==> src/rtl/lcr_pkg.sv <==
// lcr_pkg: shared types and constants of the load cell serial reader
// no dependencies; imported by lcr_div, load_cell_adc_serial_reader and tb
`default_nettype none
package lcr_pkg;

  localparam int TARE_W   = 24;
  localparam int DIV_W    = 23;
  localparam int WEIGHT_W = 25;
  localparam int WEIGHT_MAX = 16777215;
  localparam int CFG_IDX_W = 2;
  localparam int CFG_DATA_W = 24;

  localparam logic [CFG_IDX_W-1:0] CFG_TARE    = 2'd0;
  localparam logic [CFG_IDX_W-1:0] CFG_DIVISOR = 2'd1;
  localparam logic [CFG_IDX_W-1:0] CFG_GAIN    = 2'd2;

  typedef enum logic [2:0] {
    PH_IDLE,
    PH_WAIT,
    PH_SHIFT,
    PH_EXTRA,
    PH_DONE
  } phase_t;

  typedef enum logic {
    CT_RUN,
    CT_DIV
  } ctl_t;

  typedef struct packed {
    logic start;
    logic ack;
  } div_ctrl_t;

  typedef struct packed {
    logic busy;
    logic done;
  } div_stat_t;

endpackage
`default_nettype wire

==> src/rtl/lcr_div.sv <==
// lcr_div: iterative restoring divider, one quotient bit per cycle
// depends on lcr_pkg (divider control and status structs, divisor width)
`default_nettype none
module lcr_div #(
  parameter int W = 25
) (
  input  wire                      clk,
  input  wire                      rst_n,
  input  lcr_pkg::div_ctrl_t       ctrl,
  input  wire  [W-1:0]             dividend,
  input  wire  [lcr_pkg::DIV_W-1:0] divisor,
  output lcr_pkg::div_stat_t       stat,
  output logic [W-1:0]             quotient
);
  import lcr_pkg::*;

  localparam int CNT_W = (W > 1) ? $clog2(W) : 1;

  logic             busy_r, busy_nxt;
  logic             done_r, done_nxt;
  logic [CNT_W-1:0] cnt_r, cnt_nxt;
  logic [DIV_W-1:0] rem_r, rem_nxt;
  logic [DIV_W-1:0] dsr_r, dsr_nxt;
  logic [W-1:0]     quo_r, quo_nxt;
  logic [DIV_W:0]   rem_sh;
  logic [DIV_W+1:0] diff;

  always_ff @(posedge clk) begin
    if (!rst_n) begin
      busy_r <= 1'b0;
      done_r <= 1'b0;
    end else begin
      busy_r <= busy_nxt;
      done_r <= done_nxt;
    end
    cnt_r <= cnt_nxt;
    rem_r <= rem_nxt;
    dsr_r <= dsr_nxt;
    quo_r <= quo_nxt;
  end

  always_comb begin
    busy_nxt = busy_r;
    done_nxt = done_r;
    cnt_nxt  = cnt_r;
    rem_nxt  = rem_r;
    dsr_nxt  = dsr_r;
    quo_nxt  = quo_r;
    rem_sh   = {rem_r, quo_r[W-1]};
    diff     = {1'b0, rem_sh} - {2'b00, dsr_r};
    if (ctrl.ack) begin
      done_nxt = 1'b0;
    end
    if (ctrl.start) begin
      busy_nxt = 1'b1;
      done_nxt = 1'b0;
      cnt_nxt  = '0;
      rem_nxt  = '0;
      dsr_nxt  = divisor;
      quo_nxt  = dividend;
    end else if (busy_r) begin
      // restoring step: keep the difference when no borrow
      if (!diff[DIV_W+1]) begin
        rem_nxt = diff[DIV_W-1:0];
        quo_nxt = {quo_r[W-2:0], 1'b1};
      end else begin
        rem_nxt = rem_sh[DIV_W-1:0];
        quo_nxt = {quo_r[W-2:0], 1'b0};
      end
      cnt_nxt = cnt_r + 1'b1;
      if (cnt_r == CNT_W'(W - 1)) begin
        busy_nxt = 1'b0;
        done_nxt = 1'b1;
      end
    end
  end

  assign stat.busy = busy_r;
  assign stat.done = done_r;
  assign quotient  = quo_r;

endmodule
`default_nettype wire

==> src/rtl/load_cell_adc_serial_reader.sv <==
// load_cell_adc_serial_reader: top level, pin sequencer, config registers, output register
// depends on lcr_pkg and lcr_div
//
// Each request is one tick of the converter's slow clock and carries the sampled data pin.
// Each tick but the one that reports the weight is taken when in_stall is low and gives its
// result in the output register on the next cycle. The tick that reports the weight starts the
// restoring divider, which settles one quotient bit per cycle, and in_stall stays high
// until the weight has been written to the output register.
// in_stall is also high while a result waits in the output register under out_stall.
// Configuration writes take effect at once and belong between reads.
`default_nettype none
module load_cell_adc_serial_reader #(
  parameter int SAMPLE_BITS = 24
) (
  input  wire                               clk,
  input  wire                               rst_n,
  input  wire                               in_valid,
  output logic                              in_stall,
  input  wire                               in_start_req,
  input  wire                               in_dout,
  input  wire                               in_power_down,
  output logic                              out_valid,
  input  wire                               out_stall,
  output logic                              out_sck,
  output logic                              out_busy_res,
  output logic                              out_result_valid,
  output logic signed [lcr_pkg::WEIGHT_W-1:0] out_weight,
  input  wire                               cfg_we,
  input  wire  [lcr_pkg::CFG_IDX_W-1:0]     cfg_index,
  input  wire  [lcr_pkg::CFG_DATA_W-1:0]    cfg_wdata
);
  import lcr_pkg::*;

  localparam int BC_W = $clog2(SAMPLE_BITS);
  localparam int DW   = ((SAMPLE_BITS > TARE_W) ? SAMPLE_BITS : TARE_W) + 1;
  localparam int QW   = (DW > WEIGHT_W) ? DW : WEIGHT_W;

  // config registers
  logic [TARE_W-1:0] tare_r;
  logic [DIV_W-1:0]  cal_r;
  logic              gain_r;

  // pin sequencer state
  phase_t                 phase_r, phase_nxt;
  logic [BC_W-1:0]        bit_cnt_r, bit_cnt_nxt;
  logic [SAMPLE_BITS-1:0] shift_r, shift_nxt;
  logic [1:0]             extra_r, extra_nxt;
  logic                   sck_r, sck_nxt;
  logic                   done_tick;

  // request handling and output register
  ctl_t                 ctl_r, ctl_nxt;
  logic                 accept;
  logic                 neg_r, neg_nxt;
  logic                 ov_r, ov_nxt;
  logic                 osck_r, osck_nxt;
  logic                 obusy_r, obusy_nxt;
  logic                 orv_r, orv_nxt;
  logic [WEIGHT_W-1:0]  ow_r, ow_nxt;

  // divider interface
  div_ctrl_t       div_ctrl;
  div_stat_t       div_st;
  logic [DW-1:0]   raw_x, tare_x, diff, mag;
  logic [DIV_W-1:0] dsr;
  logic [DW-1:0]   quo;
  logic [QW-1:0]   quo_x;
  logic [WEIGHT_W-1:0] qmag;

  always_ff @(posedge clk) begin
    if (!rst_n) begin
      tare_r <= '0;
      cal_r  <= DIV_W'(1);
      gain_r <= 1'b0;
    end else if (cfg_we) begin
      unique case (cfg_index)
        CFG_TARE:    tare_r <= cfg_wdata[TARE_W-1:0];
        CFG_DIVISOR: cal_r  <= cfg_wdata[DIV_W-1:0];
        CFG_GAIN:    gain_r <= cfg_wdata[0];
        default: ;
      endcase
    end
  end

  assign in_stall = (ctl_r == CT_DIV) || (ov_r && out_stall);
  assign accept   = in_valid && !in_stall;

  always_ff @(posedge clk) begin
    if (!rst_n) begin
      phase_r   <= PH_IDLE;
      bit_cnt_r <= '0;
      shift_r   <= '0;
      extra_r   <= '0;
      sck_r     <= 1'b0;
    end else if (accept) begin
      phase_r   <= phase_nxt;
      bit_cnt_r <= bit_cnt_nxt;
      shift_r   <= shift_nxt;
      extra_r   <= extra_nxt;
      sck_r     <= sck_nxt;
    end
  end

  always_comb begin
    phase_t ph;
    ph          = phase_r;
    phase_nxt   = phase_r;
    bit_cnt_nxt = bit_cnt_r;
    shift_nxt   = shift_r;
    extra_nxt   = extra_r;
    sck_nxt     = sck_r;
    done_tick   = 1'b0;
    if (in_power_down) begin
      phase_nxt   = PH_IDLE;
      bit_cnt_nxt = '0;
      extra_nxt   = '0;
      sck_nxt     = 1'b1;
    end else begin
      if (ph == PH_IDLE) begin
        sck_nxt = 1'b0;
        if (in_start_req) begin
          ph = PH_WAIT;
        end
      end
      unique case (ph)
        PH_IDLE: ;
        PH_WAIT: begin
          // converter ready when data pin is low
          if (!in_dout) begin
            sck_nxt     = 1'b1;
            bit_cnt_nxt = '0;
            shift_nxt   = '0;
            ph          = PH_SHIFT;
          end
        end
        PH_SHIFT: begin
          if (sck_r) begin
            shift_nxt = {shift_r[SAMPLE_BITS-2:0], in_dout};
            sck_nxt   = 1'b0;
            if (bit_cnt_r == BC_W'(SAMPLE_BITS - 1)) begin
              bit_cnt_nxt = '0;
              extra_nxt   = gain_r ? 2'd3 : 2'd1;
              ph          = PH_EXTRA;
            end else begin
              bit_cnt_nxt = bit_cnt_r + 1'b1;
            end
          end else begin
            sck_nxt = 1'b1;
          end
        end
        PH_EXTRA: begin
          if (sck_r) begin
            sck_nxt   = 1'b0;
            extra_nxt = extra_r - 1'b1;
            if (extra_r == 2'd1) begin
              ph = PH_DONE;
            end
          end else begin
            sck_nxt = 1'b1;
          end
        end
        PH_DONE: begin
          done_tick = 1'b1;
          sck_nxt   = 1'b0;
          ph        = PH_IDLE;
        end
        default: begin
          sck_nxt = 1'b0;
          ph      = PH_IDLE;
        end
      endcase
      phase_nxt = ph;
    end
  end

  // tared sample and its magnitude for the divider
  assign raw_x  = {{(DW-SAMPLE_BITS){shift_r[SAMPLE_BITS-1]}}, shift_r};
  assign tare_x = {{(DW-TARE_W){tare_r[TARE_W-1]}}, tare_r};
  assign diff   = raw_x - tare_x;
  assign mag    = diff[DW-1] ? (~diff + 1'b1) : diff;
  assign dsr    = (cal_r == '0) ? DIV_W'(1) : cal_r;

  lcr_div #(
    .W(DW)
  ) u_div (
    .clk      (clk),
    .rst_n    (rst_n),
    .ctrl     (div_ctrl),
    .dividend (mag),
    .divisor  (dsr),
    .stat     (div_st),
    .quotient (quo)
  );

  assign quo_x = QW'(quo);
  assign qmag  = (quo_x > QW'(WEIGHT_MAX)) ? WEIGHT_W'(WEIGHT_MAX) : quo_x[WEIGHT_W-1:0];

  always_ff @(posedge clk) begin
    if (!rst_n) begin
      ctl_r <= CT_RUN;
      ov_r  <= 1'b0;
    end else begin
      ctl_r <= ctl_nxt;
      ov_r  <= ov_nxt;
    end
    neg_r   <= neg_nxt;
    osck_r  <= osck_nxt;
    obusy_r <= obusy_nxt;
    orv_r   <= orv_nxt;
    ow_r    <= ow_nxt;
  end

  always_comb begin
    ctl_nxt        = ctl_r;
    neg_nxt        = neg_r;
    ov_nxt         = ov_r && out_stall;
    osck_nxt       = osck_r;
    obusy_nxt      = obusy_r;
    orv_nxt        = orv_r;
    ow_nxt         = ow_r;
    div_ctrl.start = 1'b0;
    div_ctrl.ack   = 1'b0;
    unique case (ctl_r)
      CT_RUN: begin
        if (accept) begin
          if (done_tick) begin
            div_ctrl.start = 1'b1;
            neg_nxt        = diff[DW-1];
            ctl_nxt        = CT_DIV;
          end else begin
            ov_nxt    = 1'b1;
            osck_nxt  = sck_nxt;
            obusy_nxt = (phase_nxt != PH_IDLE);
            orv_nxt   = 1'b0;
            ow_nxt    = '0;
          end
        end
      end
      CT_DIV: begin
        if (div_st.done && !(ov_r && out_stall)) begin
          div_ctrl.ack = 1'b1;
          ov_nxt       = 1'b1;
          osck_nxt     = 1'b0;
          obusy_nxt    = 1'b0;
          orv_nxt      = 1'b1;
          ow_nxt       = neg_r ? (~qmag + 1'b1) : qmag;
          ctl_nxt      = CT_RUN;
        end
      end
      default: ctl_nxt = CT_RUN;
    endcase
  end

  assign out_valid        = ov_r;
  assign out_sck          = osck_r;
  assign out_busy_res     = obusy_r;
  assign out_result_valid = orv_r;
  assign out_weight       = $signed(ow_r);

  a_div_only_in_div: assert property (@(posedge clk) disable iff (!rst_n)
    div_st.busy |-> (ctl_r == CT_DIV))
    else $error("divider running outside divide phase");

  a_result_idle: assert property (@(posedge clk) disable iff (!rst_n)
    (out_valid && out_result_valid) |-> (!out_busy_res && !out_sck))
    else $error("weight reported while busy or clock high");

  a_weight_zero: assert property (@(posedge clk) disable iff (!rst_n)
    (out_valid && !out_result_valid) |-> (out_weight == '0))
    else $error("nonzero weight without result");

  a_power_down: assert property (@(posedge clk) disable iff (!rst_n)
    (accept && in_power_down) |=> (out_valid && out_sck && !out_busy_res && !out_result_valid))
    else $error("power down not reflected on next result");

endmodule
`default_nettype wire

==> config.mk <==
export PLATFORM = sky130hd
export DESIGN_NAME = load_cell_adc_serial_reader
export DESIGN_NICKNAME = d
export VERILOG_FILES = /design/src/rtl/lcr_pkg.sv /design/src/rtl/lcr_div.sv /design/src/rtl/load_cell_adc_serial_reader.sv
export SDC_FILE = /design/constraint.sdc
export NUM_CORES = 1
export LEC_CHECK = 0
export ABC_AREA = 1
export BUFFER_PORTS_ARGS = -buffer_cell sky130_fd_sc_hd__buf_4
export CORE_AREA = 2 2 176 178
export CTS_CLUSTER_DIAMETER = 60
export CTS_CLUSTER_SIZE = 40
export DETAILED_ROUTE_END_ITERATION = 8
export DIE_AREA = 0 0 178 180
export GPL_ROUTABILITY_DRIVEN = 0
export PLACE_DENSITY = 0.58
export SKIP_LAST_GASP = 1
export SYNTH_ARGS = -nofsm -noshare
export SYNTH_HDL_FRONTEND = slang
export SYNTH_SLANG_ARGS = --single-unit
==> constraint.sdc <==
create_clock -name clk -period 3.3 [get_ports clk]
set_clock_uncertainty 0.1 [all_clocks]
set_input_delay 0.33 -clock clk [delete_from_list [all_inputs] [get_ports clk]]
set_output_delay 0.33 -clock clk [all_outputs]
set_load 0.02 [all_outputs]
# Yosys cells after proc, flatten, opt, wreduce, memory -nomap -nowiden

Cells that the tools add are included.

Register bits after elaboration: 192
Bits of input ports: 34
Output and inout port bits: 30
Logic and storage cells: 147

$add $sub $neg: 7
Order comparisons: 1
Equal/unequal tests: 18
Mux-type cells: 70
Bitwise logic cells: 5
Reductions and logical operators: 25

Operators by type and width:

| kind                  | count |
|---|---|
| $mux 25               | 8 |
| $add 25x1->25 const B | 2 |
| $not 25->25           | 2 |
| $pmux 25 s2           | 1 |
| $mux 24               | 2 |
| $pmux 24 s2           | 1 |
| $mux 1                | 30 |
| $mux 3                | 9 |
| $gt 25x24->1 const B  | 1 |
| $sub 24x23->25        | 1 |
| $sub 24x24->25        | 1 |
| $logic_not 23->1      | 1 |
| $mux 23               | 1 |
| $mux 5                | 4 |
| $ne 3x3->1 const B    | 4 |
| $pmux 3 s4            | 1 |
| $add 5x1->5 const B   | 2 |
| $eq 5x5->1 const B    | 2 |
| $mux 2                | 5 |
| $pmux 1 s2            | 5 |
| $pmux 5 s2            | 1 |
| $reduce_and 5->1      | 2 |
| $reduce_bool 3->1     | 3 |
| $ne 2x2->1 const B    | 4 |
| 20 further kinds      | 33 |

# Logic depth before layout (Yosys ltp)

Depth in word-level cells: 11
Depth in mapped cells: 21

# Modules after synthesis

Synthesis repeated with hierarchy kept, for this count alone.

Cell total of the unflattened synthesis: 1792
Area total of the unflattened synthesis: 12274.3 µm²

By module, submodules not included:

| module                      | times used | cells each | area each (µm²) |
|---|---|---|---|
| load_cell_adc_serial_reader | 1          | 1133       | 7469.7 |
| lcr_div                     | 1          | 659        | 4804.6 |

# Least setup slack after synthesis

Ideal clock, no wire load.

Path kind: register to register
From: reg u_div.quo_r[24] (netlist: u_div.quotient[24])
To: reg ow_r[22] (netlist: out_weight[22]) (data pin)
Library setup time: 259 ps
Arrival time: 2423 ps
Data required time: 2941 ps
Path slack: 518 ps
Stages on the path, launching flop included: 17
Buffers on the path: 3
Path through: edfxtp_1 > buf_6 > clkbuf_1 > buf_1 > nor2_1 > ha_1 > inv_1 > nor3_4 > nand2_1 > nor3_2 > nand2_2 > nor2_4 > nand3_2 > nor3_2 > nor2_1 > o21ai_0 > a21oi_1

Cells in the longest elaborated chain, start to end: 7

Ends and longest elaborated chain:

| element                | line                               | RTL |
|---|---|---|
| from (decl)            | lcr_div.sv:24                      | `logic [W-1:0] quo_r, quo_nxt;` |
| from (signal assigned) | lcr_div.sv:39                      | `quo_r <= quo_nxt;` |
| $gt 25x24->1 *         | load_cell_adc_serial_reader.sv:196 | `assign qmag = (quo_x > QW'(WEIGHT_MAX)) ? WEIGHT_W'(WEIGHT_MAX) : quo_x[WEIGHT_W-1:0];` |
| $mux 25 *              | load_cell_adc_serial_reader.sv:196 |  |
| $not 25->25            | load_cell_adc_serial_reader.sv:246 | `ow_nxt = neg_r ? (~qmag + 1'b1) : qmag;` |
| $add 25x1->25          | load_cell_adc_serial_reader.sv:246 |  |
| $mux 25 *              | load_cell_adc_serial_reader.sv:246 |  |
| $mux 25 *              | load_cell_adc_serial_reader.sv:240 | `if (div_st.done && !(ov_r && out_stall)) begin` |
| $pmux 25 s2 *          | load_cell_adc_serial_reader.sv:223 | `unique case (ctl_r)` |
| to (signal assigned)   | load_cell_adc_serial_reader.sv:210 | `ow_r <= ow_nxt;` |
| to (decl)              | load_cell_adc_serial_reader.sv:59  | `logic [WEIGHT_W-1:0] ow_r, ow_nxt;` |

Every way passes the cells marked *; elsewhere a longest branch is shown, timed or not. The select of a mux whose other input is x is not followed.
A chain may end at the register's enable or synchronous reset.

# Worst setup path in the final report

From: reg u_div.quo_r[24] (netlist: u_div.quotient[24])
To: reg u_div.rem_r[18]

Cells in the longest elaborated chain, start to end: 2

Ends and longest elaborated chain:

| element              | line          | RTL |
|---|---|---|
| $sub 24x23->25       | lcr_div.sv:50 | `diff = {1'b0, rem_sh} - {2'b00, dsr_r};` |
| $mux 23              | lcr_div.sv:63 | `if (!diff[DIV_W+1]) begin` |
| to (signal assigned) | lcr_div.sv:37 | `rem_r <= rem_nxt;` |
| to (decl)            | lcr_div.sv:22 | `logic [DIV_W-1:0] rem_r, rem_nxt;` |

No other way between the ends.

==> run summary <==
Pwr dens -> 441 nW/um^2
Worst rel slew slack -> 29.3%
Outcome -> finished, final reports clean
IO buf count -> 63
Top cells by area, synth -> edfxtp_1 19%, dfxtp_1 19%, nand2_1 13%
Vias in the first global route -> 9817
Fmax -> 335 MHz
Period utilization -> 90.4%
Post-synthesis cell type count -> 52
CTS Root Cell -> clkbuf_16
DR vias/cell -> 5.06
Final setup viols -> 0
Type of the worst setup path -> flop to flop
Post-layout min period -> 2980 ps
DIE HEIGHT -> 180 um
Hold bufs inserted after CTS -> 0
Row cnt -> 64
Initial Utilization -> 39.6%
Maximum number of pins on one net before global-route repair -> 57
Post-CTS setup buffers -> 0
DRT Pass-1 Iters -> 5
CTS Buffer Depth -> 2
Hold Crit Class -> input port to flop
Finished Cell Area -> 13300 um^2
Initial antenna violation count -> 0
Clock slew at reported path FFs -> 80 ps
Starting DRC count in detailed routing -> 788
IO Count -> 64
Total CTS buffers -> 17
Synth Flop Type -> dfxtp_1
Fin. Hold Viols -> 0
Number of cells upsized or downsized after cts -> 0
GRT Residual Overflow -> 0
DRT Wirelength -> 30100 um
Gate count after technology mapping -> 1694
Max-Cap Viols -> 0
Worst setup SP type -> flop
Syn nets -> 1783
H-Tree Depth -> 4
Worst-path maximum fanout -> 26
Post-synth EDFFs -> 77
Die Span X -> 178 um
Synth Register Bits -> 192
WP data arrival -> 3210 ps
Layout cells sized above 1 -> 9.08%
Synthesis Warnings -> 0
Overall Global Routing Usage -> 19.1%
Core Area -> 30200 um^2
Die Footprint -> 32000 um^2
Synth area leader -> edfxtp_1
Synth-to-layout area growth -> 11.5%
Post-DP HPWL -> 23300 um
WL per Instance -> 14.1 um
RSZ-0062 raised after global routing -> no
Clock sink count -> 192
Via count -> 10765
Final Max Tran Viols -> 0
Antenna Nets Post-Route -> 0
Worst Path Required -> 3530 ps
DRC errors left -> 0
Sequential share of the synthesized area -> 38.6%
TritonCTS clock tree -> built
Average size of a mapped cell -> 7.05 um^2
Async set or reset register ratio after synthesis -> 0%
First-pass GRT wire length -> 49600 um
Placement Cell Area -> 12700 um^2
Slew @ Worst Pin -> 1060 ps
P_leak -> 6.17 nW
Synth Cell Area -> 11900 um^2
IR drop worst, VDD -> 319 uV
Final net count -> 1806
Share of the synthesized area in the top cell type -> 19.4%
Antenna diode count -> 0
TNS Setup -> 0 ps
Skew-Pair Late Insertion Delay -> 440 ps
CP Capture Type -> flop
[area by class of cell]
type | count | area (um^2)
repair buffers | 80 | 601
well taps | 396 | 495
inverters | 241 | 905
multi-input cells | 1185 | 6100
flip-flops and latches | 192 | 4610
fillers | 3103 | 16900
clock inverters | 15 | 175
clock buffers | 17 | 425
[worst max-delay path, stage by stage, from the launching register on]
cell,delay (ps)
edfxtp_1,350
inv_1,60
ha_1,240
fa_1,410
inv_1,120
nand3_1,80
nand2_1,180
a21oi_2,100
o21ai_1,290
a21oi_1,180
o21ai_2,160
buf_4,290
nand3_1,140
o211ai_1,110
nand2_1,70
[Yosys cell counts, types with 20 or more instances]
cell type / count
o211ai_1: 20
nand2_1: 412
nand3_1: 108
ha_1: 53
a21oi_1: 144
dfxtp_1: 115
nor2_1: 147
nand4_1: 45
o21ai_0: 103
clkbuf_1: 56
inv_1: 232
edfxtp_1: 77
nor3_1: 22
[path summary, 6_finish.rpt]
check                                from                             to  slack (ps)  cells past startpoint
min reg2reg        cal_r[15]$_SDFFE_PN0P_  u_div.dsr_r[15]$_SDFFCE_PN0P_         340                      0
max reg2reg  u_div.quotient[24]$_DFFE_PP_   u_div.rem_r[18]$_SDFFE_PP0P_         320                     14
min                              in_valid           out_valid$_SDFF_PN0_          40                      3
max          u_div.quotient[24]$_DFFE_PP_   u_div.rem_r[18]$_SDFFE_PP0P_         320                     14
[kinds of logic (layout without fill, tap and decap cells)]
| group | Yosys count | in the layout | synth area share, % |
|---|---|---|---|
| flip-flops | 192 | 192 | 38.6 |
| AND/OR/NAND/NOR | 780 | 780 | 28.3 |
| buffers and inverters | 317 | 353 | 10.5 |
| AO/OA/AOI/OAI | 324 | 324 | 14.9 |
| adder cells (fa/ha/maj) | 55 | 55 | 5.89 |
| XOR/XNOR | 26 | 26 | 1.91 |
[stage by stage]
stage	setup slack (ps)	instances	hold WS, ps	total power, W	util, %
4_1_cts	330	2126	30.9	0.00592	44.1
6_report	318	2126	42.7	0.00588	44.1
3_3_place_gp	383	2094	316	0.00376	42.1
3_5_place_dp	345	2094	315	0.00377	42.1
5_1_grt	36.0	2126	49.1	0.00619	44.1
2_1_floorplan	518	1694	325	0.00348	-
[per-layer routing]
metal / wire length, um / vias to the layer above / GRT usage [%] / share of wire, %
li1: - / 5628 / - / -
met2: 12500 / 220 / 28.4 / 42
met5: 0 / - / 0 / 0
met1: 15800 / 4894 / 28.7 / 53
met3: 1320 / 23 / 3.02 / 4.4
met4: 407 / 0 / 4.66 / 1.4
[power by group]
group	internal (W)	total, W	switching, W	leakage, nW
Clock	0.00104	0.00215	0.00111	0.298
Sequential	0.00258	0.00265	0.0000691	1.67
Combinational	0.000360	0.00108	0.000717	4.21
[flip-flops by register name, indices dropped and copies added, names as in the netlist]
name	flops
bit_cnt_r	5
cal_r	23
ctl_r	1
extra_r	2
gain_r	1
neg_r	1
out_busy_res	1
out_result_valid	1
out_sck	1
out_valid	1
out_weight	25
phase_r	3
sck_r	1
shift_r	24
tare_r	24
u_div.busy_r	1
u_div.cnt_r	5
u_div.done_r	1
u_div.dsr_r	23
u_div.quotient	25
u_div.rem_r	23
[placed cells by master (no fill, tap or decap), types with 5 or more instances in the layout]
| cell | instances |
|---|---|
| a211oi_1 | 5 |
| a21oi_1 | 144 |
| a31oi_1 | 9 |
| buf_4 | 80 |
| clkbuf_16 | 17 |
| dfxtp_1 | 115 |
| edfxtp_1 | 77 |
| ha_1 | 53 |
| inv_1 | 232 |
| inv_2 | 6 |
| nand2_1 | 412 |
| nand2_2 | 10 |
| nand3_1 | 108 |
| nand4_1 | 45 |
| nor2_1 | 146 |
| nor3_1 | 22 |
| nor4_1 | 8 |
| o211ai_1 | 20 |
| o21ai_0 | 103 |
| o21ai_1 | 15 |
| or2_2 | 5 |
| xnor2_1 | 8 |
| xor2_1 | 18 |
(Power assumes the default switching activity.)
